### config.mk
export PLATFORM = sky130hd
export DESIGN_NAME = tabt_cell
export DESIGN_NICKNAME = d
export VERILOG_FILES = /design/src/design/tabt_pkg.sv /design/src/design/tabt_cell.sv
export SDC_FILE = /design/constraint.sdc
export NUM_CORES = 1
export LEC_CHECK = 0
export BUFFER_PORTS_ARGS = -buffer_cell sky130_fd_sc_hd__buf_4
export CORE_MARGIN = 2
export CORE_UTILIZATION = 53
export DETAILED_ROUTE_END_ITERATION = 12
export PLACE_DENSITY_LB_ADDON = 0.1
export SLEW_MARGIN = 25
export SYNTH_ARGS = -nofsm -noshare
export SYNTH_HDL_FRONTEND = slang
export SYNTH_SLANG_ARGS = --single-unit
### constraint.sdc
create_clock -name clk -period 5.3 [get_ports clk]
set_input_delay 1.06 -clock clk [delete_from_list [all_inputs] [get_ports clk]]
set_output_delay 1.06 -clock clk [all_outputs]
set_load 0.02 [all_outputs]
### src/design/tabt_pkg.sv
// Shared constants and types for the timed address ban table.
`default_nettype none
package tabt_pkg;

	localparam int ENTRIES    = 32;
	localparam int IDX_W      = (ENTRIES > 1) ? $clog2(ENTRIES) : 1;
	localparam int ADDR_W     = 48;
	localparam int SECS_W     = 16;
	localparam int TIME_W     = 31;
	localparam int SLOT_W     = 5;
	localparam int PROD_W     = 26;
	localparam int MS_PER_SEC = 1000;

	localparam logic [TIME_W-1:0] TIME_MAX = {TIME_W{1'b1}};

	localparam logic OP_ADD   = 1'b0;
	localparam logic OP_CHECK = 1'b1;

	// Item under work, broadcast to every cell.
	typedef struct packed {
		logic              op;
		logic [ADDR_W-1:0] addr;
		logic [TIME_W-1:0] now;
	} query_t;

	// Table write, broadcast to every cell.
	typedef struct packed {
		logic              we;
		logic [IDX_W-1:0]  idx;
		logic [ADDR_W-1:0] addr;
		logic [TIME_W-1:0] end_time;
	} wr_t;

	// Running search result handed from cell to cell.
	typedef struct packed {
		logic              valid;
		logic              found;
		logic [IDX_W-1:0]  pick;
		logic [TIME_W-1:0] best;
		logic [IDX_W-1:0]  oldest;
		logic              hit;
		logic [IDX_W-1:0]  where_idx;
	} scan_t;

endpackage
`default_nettype wire

### src/design/tabt_cell.sv
// One table slot: holds an address and end time, updates the passing search token.
`default_nettype none
module tabt_cell
	import tabt_pkg::*;
(
	input  wire logic             clk,
	input  wire logic             arst_n,
	input  wire logic [IDX_W-1:0] idx,
	input  wire query_t           q,
	input  wire wr_t              wr,
	input  wire scan_t            prev,
	output scan_t                 next
);

	logic [ADDR_W-1:0] addr_q;
	logic [TIME_W-1:0] end_q;
	scan_t             next_q;
	scan_t             nxt;
	logic              free;
	logic              active;

	assign free   = (end_q == '0) || (end_q < q.now);
	assign active = (end_q != '0) && (end_q > q.now);

	always_comb begin
		nxt = prev;
		if (q.op == OP_ADD) begin
			if (!prev.found) begin
				if (free) begin
					nxt.found = 1'b1;
					nxt.pick  = idx;
				end else if (end_q < prev.best) begin
					nxt.best   = end_q;
					nxt.oldest = idx;
				end
			end
		end else begin
			if (!prev.hit && active && (addr_q == q.addr)) begin
				nxt.hit       = 1'b1;
				nxt.where_idx = idx;
			end
		end
	end

	// Slot storage; the address needs no reset since a zero end time masks it.
	always_ff @(posedge clk) begin
		if (wr.we && (wr.idx == idx)) begin
			addr_q <= wr.addr;
		end
	end

	always_ff @(posedge clk or negedge arst_n) begin
		if (!arst_n) begin
			end_q  <= '0;
			next_q <= '0;
		end else begin
			if (wr.we && (wr.idx == idx)) begin
				end_q <= wr.end_time;
			end
			next_q <= nxt;
		end
	end

	assign next = next_q;

endmodule
`default_nettype wire

==> impl_metrics.py, run 1 <==
metrics = {
    "power": {
        "netSwitchingFraction_pct": 28.8,
        "powerDensity_nw_per_um2": 356,
        "intPower_mw": 2.43,
        "power_leakage_nw": 4.74,
        "pwr-share-seq_pct": 38.2,
        "p_sw_mw": 0.985,
        "power_frac_comb_pct": 25.5,
        "pwr-share-clk_pct": 36.3,
        "power_mw": 3.42,
        "irDropWorstVdd_mv": 0.223,
    },
    "grt": {
        "grt_use_total_pct": 26.9,
        "grt_pass1_vias": 5381,
        "grt_max_degree": 81,
        "grt_pass1_wl_um": 27100,
        "grt-ovfl-total": 0,
        "antenna_found_initial": 0,
    },
    "run_status": {
        "status": "finished, final reports clean",
    },
    "final_layout": {
        "final-seq-area_um2": 3440,
        "fillerInstances": 841,
        "fin_cells": 986,
        "nets": 1083,
        "antennaDiodeCount": 0,
        "multi_input_area_um2": 3020,
        "areaGrowthSynthToFinish_pct": 41.7,
        "drive_above_1_share_pct": 47.4,
    },
    "clocking": {
        "htree_levels": 4,
        "clock_sinks": 128,
        "post_cts_buffers": 0,
        "clockBufferDepth": 2,
        "clk_pin_slew_ns": 0.05,
        "tritoncts": "yes",
        "cts-root-buf": "clkbuf_16",
        "cts_resized": 0,
        "numCtsBuffers": 17,
        "ctsHoldBuffers": 0,
        "clk_latency_ns": 0.42,
    },
    "route": {
        "viasPerCell": 5.21,
        "wl_met1_um": 7160,
        "drc": 0,
        "wl_met2_um": 8970,
        "firstDrtPassIters": 4,
        "dr_total_vias": 5134,
        "met3_length_um": 1250,
        "ant_nets": 0,
        "drtIter0Drc": 214,
        "wl_per_cell_um": 18.1,
        "wl_um": 17900,
        "topRoutingLayerUsed": "met4",
    },
    "timing": {
        "fin_crit_sh_pct": 68.0,
        "finalSetupViolCount": 0,
        "finClkSkew_ns": 0.00848,
        "hold_viol_final": 0,
        "tns_ns": 0,
        "grt_setup_unrepaired": "false",
        "fmax_mhz": 277,
        "period_needed_ns": 3.60,
        "maxSlewHeadroom_pct": 52.8,
        "worstMarginPinSlew_ns": 0.708,
        "slew_violations": 0,
    },
    "critical_path": {
        "start_kind": "primary input",
        "path_common_cell": "a21oi_1",
        "worst-path-buf-inv": 3,
        "cp_max_fo": 20,
        "critical_path.max_stage_delay_ns": 0.56,
        "crit_type": "in2reg",
        "cp_cell_sequence": "buf_4, inv_1, ha_1, a21oi_1, a21oi_1, o31a_1, a2111oi_4, a2bb2oi_2, a311o_2, buf_12, mux2_2",
        "cp.arrival_ns": 3.90,
        "cp_top_family": "compound AO/OA/AOI/OAI gates",
        "endpoint_kind": "flip-flop",
        "crit_slowest_cell": "a311o_2",
        "required_ns": 5.60,
    },
    "min_path": {
        "worstHoldPathType": "reg2reg",
    },
    "placement": {
        "placedCellCount": 954,
        "port_buffers": 269,
        "dp_hpwl_um": 13900,
        "gp_congestion": 0.840,
    },
    "floorplanning": {
        "die_area_um2": 13700,
        "start_util_pct": 53.9,
        "die_h_um": 117,
        "core_area_um2": 12600,
        "rows": 41,
        "die_x_um": 117,
        "ios": 270,
    },
    "synth": {
        "yosysTopAreaCell": "dfrtp_1",
        "syn_inst": 518,
        "synth_area_leaders": "dfrtp_1, edfxtp_1, ha_1",
        "yosys.area.top_type_share_pct": 29.6,
        "synth_seq_cells": 128,
        "ys_warn_count": 0,
        "synth_cell_types": 41,
        "synth_seq_area_share_pct": 50.8,
        "mappedNetlistArea_um2": 6770,
        "postSynthAreaPerCell_um2": 13.1,
        "synth_fp_nets": 800,
    },
    "job": {
        "max_cap_viol_count": 0,
    },
}
## path summary, 6_finish.rpt
path / startpoint / to / slack, ns / cells after the start
max in group asynchronous: arst_n / end_q[25]$_DFFE_PN0P_ / 4.15 / 1
min reg2reg: end_q[0]$_DFFE_PN0P_ / next[11]$_DFF_PN0_ / 0.55 / 1
min in group asynchronous: arst_n / next[20]$_DFF_PN0_ / 0.68 / 1
max: q[2] / next[7]$_DFF_PN0_ / 1.70 / 11
min: end_q[0]$_DFFE_PN0P_ / next[11]$_DFF_PN0_ / 0.55 / 1
max reg2reg: end_q[2]$_DFFE_PN0P_ / next[7]$_DFF_PN0_ / 2.00 / 9
## power by group through the flow
stage	sequential, mW	clock (mW)	combinational, mW
after global routing	1.33	1.30	0.964
after CTS	1.31	1.25	0.875
after detailed placement	1.32	0	0.864
after floorplan	1.32	0	0.493
final	1.31	1.24	0.872
after global placement	1.32	0	0.823
## metrics by stage
stage / hold slack [ns] / setup WS [ns] / area [um2] / utilization (%)
finish: 0.552 / 1.70 / 9600 / 76.3
global route: 0.585 / 1.59 / 9600 / 76.3
CTS: 0.557 / 1.72 / 9590 / 76.3
detailed placement: 0.544 / 1.31 / 8960 / 71.3
global placement: 0.541 / 1.42 / 8960 / 71.3
floorplan: 0.518 / 2.01 / 6770 / -
## per-layer routing
metal	global-route usage, %	up-vias
li1	-	2437
met1	32.1	2450
met2	45.9	202
met3	7.93	45
met4	11.0	0
met5	0	-
## cells in the mapped netlist, drive strengths merged
cell type   n
a2111oi     4
a211oi      1
a21o        4
a21oi      23
a221oi      2
a2bb2oi     1
a311o       2
and3        1
and4        1
buf         5
clkbuf      2
dfrtp      80
edfxtp     48
ha         61
inv        63
mux2       76
nand2      12
nand2b      3
nand3      11
nand3b      1
nand4      22
nor2        7
nor2b       3
nor3        2
nor3b       1
nor4       17
nor4b       1
o211ai      1
o21ai       7
o31a        1
o31ai       1
or4         2
xnor2      25
xor2       27
## cells by family (layout without fill, tap and decap cells)
kind of cell | after synthesis | in the layout | synth area share [%]
DFF | 128 | 128 | 50.8
and+or+nand+nor | 84 | 84 | 7.13
muxes | 76 | 76 | 14.6
buffers and inverters | 70 | 366 | 4.73
adders and majority gates | 61 | 61 | 11.3
xor gates and xnor gates | 52 | 52 | 6.72
AOI/OAI and AO/OA | 47 | 47 | 4.73
## cell usage in the layout, fill, tap and decap left out, types with 4 or more instances in the layout
cell type,n
xnor2_1,25
edfxtp_1,48
xor2_1,27
nor2_1,7
inv_1,62
nand3_1,11
bufinv_16,4
a21oi_1,23
buf_4,269
dfrtp_1,80
clkbuf_16,17
mux2_4,35
nor4_1,16
ha_1,61
o21ai_0,7
nand2_1,12
mux2_2,41
nand4_1,22
## registers in the layout (all words and copies together) (netlist names)
name    flops
end_q      31
next       49
addr_q     48
## final cells by class
cell class	instances	area share (%)
flip-flops and latches	128	35.9
multi-input cells	320	31.5
repair buffers	271	21.4
clock buffers	19	4.62
inverters	63	2.46
well taps	172	2.24
clock inverters	13	1.93
Note: power is estimated with default switching activity, not from simulation.
==> inputs of run 2 (changes only) <==
--- a/config.mk
+++ b/config.mk
@@ -7,7 +7,7 @@
 export LEC_CHECK = 0
 export BUFFER_PORTS_ARGS = -buffer_cell sky130_fd_sc_hd__buf_4
 export CORE_MARGIN = 2
-export CORE_UTILIZATION = 53
+export CORE_UTILIZATION = 49
 export DETAILED_ROUTE_END_ITERATION = 12
 export PLACE_DENSITY_LB_ADDON = 0.1
 export SLEW_MARGIN = 25
==> constraint.sdc (replaced) <==
create_clock -name clk -period 3.6 [get_ports clk]
set_input_delay 0.72 -clock clk [delete_from_list [all_inputs] [get_ports clk]]
set_output_delay 0.72 -clock clk [all_outputs]
set_load 0.02 [all_outputs]
==> impl_metrics.py, run 2 (synthesis results as in run 1) <==
metrics = {
    "timing": {
        "hold_viol_final": 0,
        "setup_slack_ns": 0.681,
        "worstMarginPinSlew_ns": 0.747,
        "period_needed_ns": 2.92,
        "slew_violations": 0,
        "fmax_mhz": 343,
        "tns_ns": 0,
        "finClkSkew_ns": 0.00505,
        "worst_hold_slack_ns": 0.331,
        "maxSlewHeadroom_pct": 50.2,
        "fin_crit_sh_pct": 81.1,
        "grt_setup_unrepaired": "false",
        "finalSetupViolCount": 0,
    },
    "final_layout": {
        "utilization_pct": 71.9,
        "final-seq-area_um2": 3440,
        "final_cell_mix": "buf_4, dfrtp_1, inv_1",
        "fin_cells": 992,
        "antennaDiodeCount": 0,
        "mostFrequentLayoutCell": "buf_4",
        "multi_input_area_um2": 3020,
        "largest_reg_flops": 49,
        "fin_area_um2": 9600,
        "nets": 1085,
        "fillerInstances": 956,
        "drive_above_1_share_pct": 47.7,
        "areaGrowthSynthToFinish_pct": 41.8,
    },
    "critical_path": {
        "start_kind": "flip-flop",
        "cp.arrival_ns": 3.22,
        "startpoint": "end_q[4]$_DFFE_PN0P_",
        "required_ns": 3.90,
        "r2r_start": "end_q[4]$_DFFE_PN0P_",
        "crit_end": "next[44]$_DFF_PN0_",
        "r2r-end": "next[44]$_DFF_PN0_",
        "r2r_cells": 8,
        "crit_type": "reg2reg",
        "r2r_slack_ns": 0.68,
        "cp_max_fo": 5,
        "endpoint_kind": "flip-flop",
    },
    "power": {
        "powerDensity_nw_per_um2": 521,
        "intPower_mw": 3.56,
        "p_sw_mw": 1.45,
        "power_leakage_nw": 4.75,
        "power_mw": 5.01,
        "power_frac_comb_pct": 25.7,
        "pwr-share-clk_pct": 35.9,
        "pwr-share-seq_pct": 38.4,
        "irDropWorstVdd_mv": 0.336,
        "netSwitchingFraction_pct": 28.9,
    },
    "placement": {
        "place_ws_ns": 0.282,
        "dpl_cell_area_um2": 8980,
        "dp_hpwl_um": 14100,
        "gp_congestion": 0.852,
        "placedCellCount": 960,
        "port_buffers": 269,
    },
    "clocking": {
        "cts_resized": 0,
        "cts-root-buf": "clkbuf_16",
        "clock_sinks": 128,
        "tritoncts": "yes",
        "clk_pin_slew_ns": 0.06,
        "numCtsBuffers": 17,
        "ctsHoldBuffers": 0,
        "htree_levels": 4,
        "clockBufferDepth": 2,
        "post_cts_buffers": 0,
        "clk_latency_ns": 0.42,
    },
    "grt": {
        "gr-usage-met2_pct": 44.2,
        "grt_pass1_vias": 5451,
        "gr-usage-met3_pct": 7.26,
        "antenna_found_initial": 0,
        "grt_use_total_pct": 25.7,
        "busiest_layer": "met2",
        "grt_use_met1_pct": 29.1,
        "grt-ovfl-total": 0,
        "grt_max_degree": 81,
        "grt_pass1_wl_um": 28100,
    },
    "route": {
        "ant_nets": 0,
        "wl_per_cell_um": 18.3,
        "viasPerCell": 5.21,
        "wl_um": 18100,
        "dr_total_vias": 5167,
        "firstDrtPassIters": 6,
        "drc": 0,
        "drtIter0Drc": 216,
    },
    "run_status": {
        "status": "finished, final reports clean",
    },
    "floorplanning": {
        "ios": 270,
        "die_area_um2": 14800,
        "core_area_um2": 13300,
        "die_h_um": 122,
        "rows": 42,
        "start_util_pct": 50.7,
        "die_x_um": 122,
    },
    "job": {
        "max_cap_viol_count": 0,
    },
    "min_path": {
        "worstHoldPathType": "in2async",
    },
}
-- run 2: changes by cell type in the layout (fill, tap and decap cells not counted) --
cell,delta
and3_4,-1
clkinv_2,+3
clkbuf_1,-1
clkbuf_8,-1
buf_4,+2
clkinv_4,-1
and3_2,+1
-- run 2: per-layer routing --
metal | share of wire (%) | vias up
met3 | 7.4 | 58
met4 | 4.0 | 0
met5 | 0 | -
li1 | - | 2441
met1 | 39 | 2453
met2 | 50 | 215
-- run 2: worst max-delay path, cell delays in order (launching register included) --
cell,delay (ns)
dfrtp_1,0.43
ha_1,0.32
a211oi_1,0.23
nor2_1,0.07
o31a_1,0.27
a2111oi_4,0.34
a2bb2oi_2,0.27
nor3b_4,0.46
mux2_2,0.40
-- run 2: layout make-up --
cell class / count / share of cell area (%)
Tap cell: 176 / 2.29
Clock buffer: 17 / 4.43
Clock inverter: 15 / 1.99
Inverter: 63 / 2.46
Sequential cell: 128 / 35.9
Timing Repair Buffer: 273 / 21.5
Multi-Input combinational cell: 320 / 31.4
-- run 2: how the worst min path moves through the flow --
| stage | slack (ns) | end |
|---|---|---|
| after floorplan | 0.42 | end_q[0]$_DFFE_PN0P_ |
| after global placement | 0.57 | next[11]$_DFF_PN0_ |
| after detailed placement | 0.57 | next[11]$_DFF_PN0_ |
| after CTS | 0.39 | next[48]$_DFF_PN0_ |
| after global routing | 0.39 | end_q[6]$_DFFE_PN0P_ |
| final | 0.33 | next[24]$_DFF_PN0_ |
-- run 2: power groups by stage --
stage / combinational [mW] / sequential (mW) / clock [mW]
4_1_cts: 1.29 / 1.92 / 1.82
3_3_place_gp: 1.21 / 1.94 / 0
6_report: 1.29 / 1.92 / 1.79
2_1_floorplan: 0.725 / 1.95 / 0
5_1_grt: 1.43 / 1.96 / 1.88
3_5_place_dp: 1.27 / 1.95 / 0
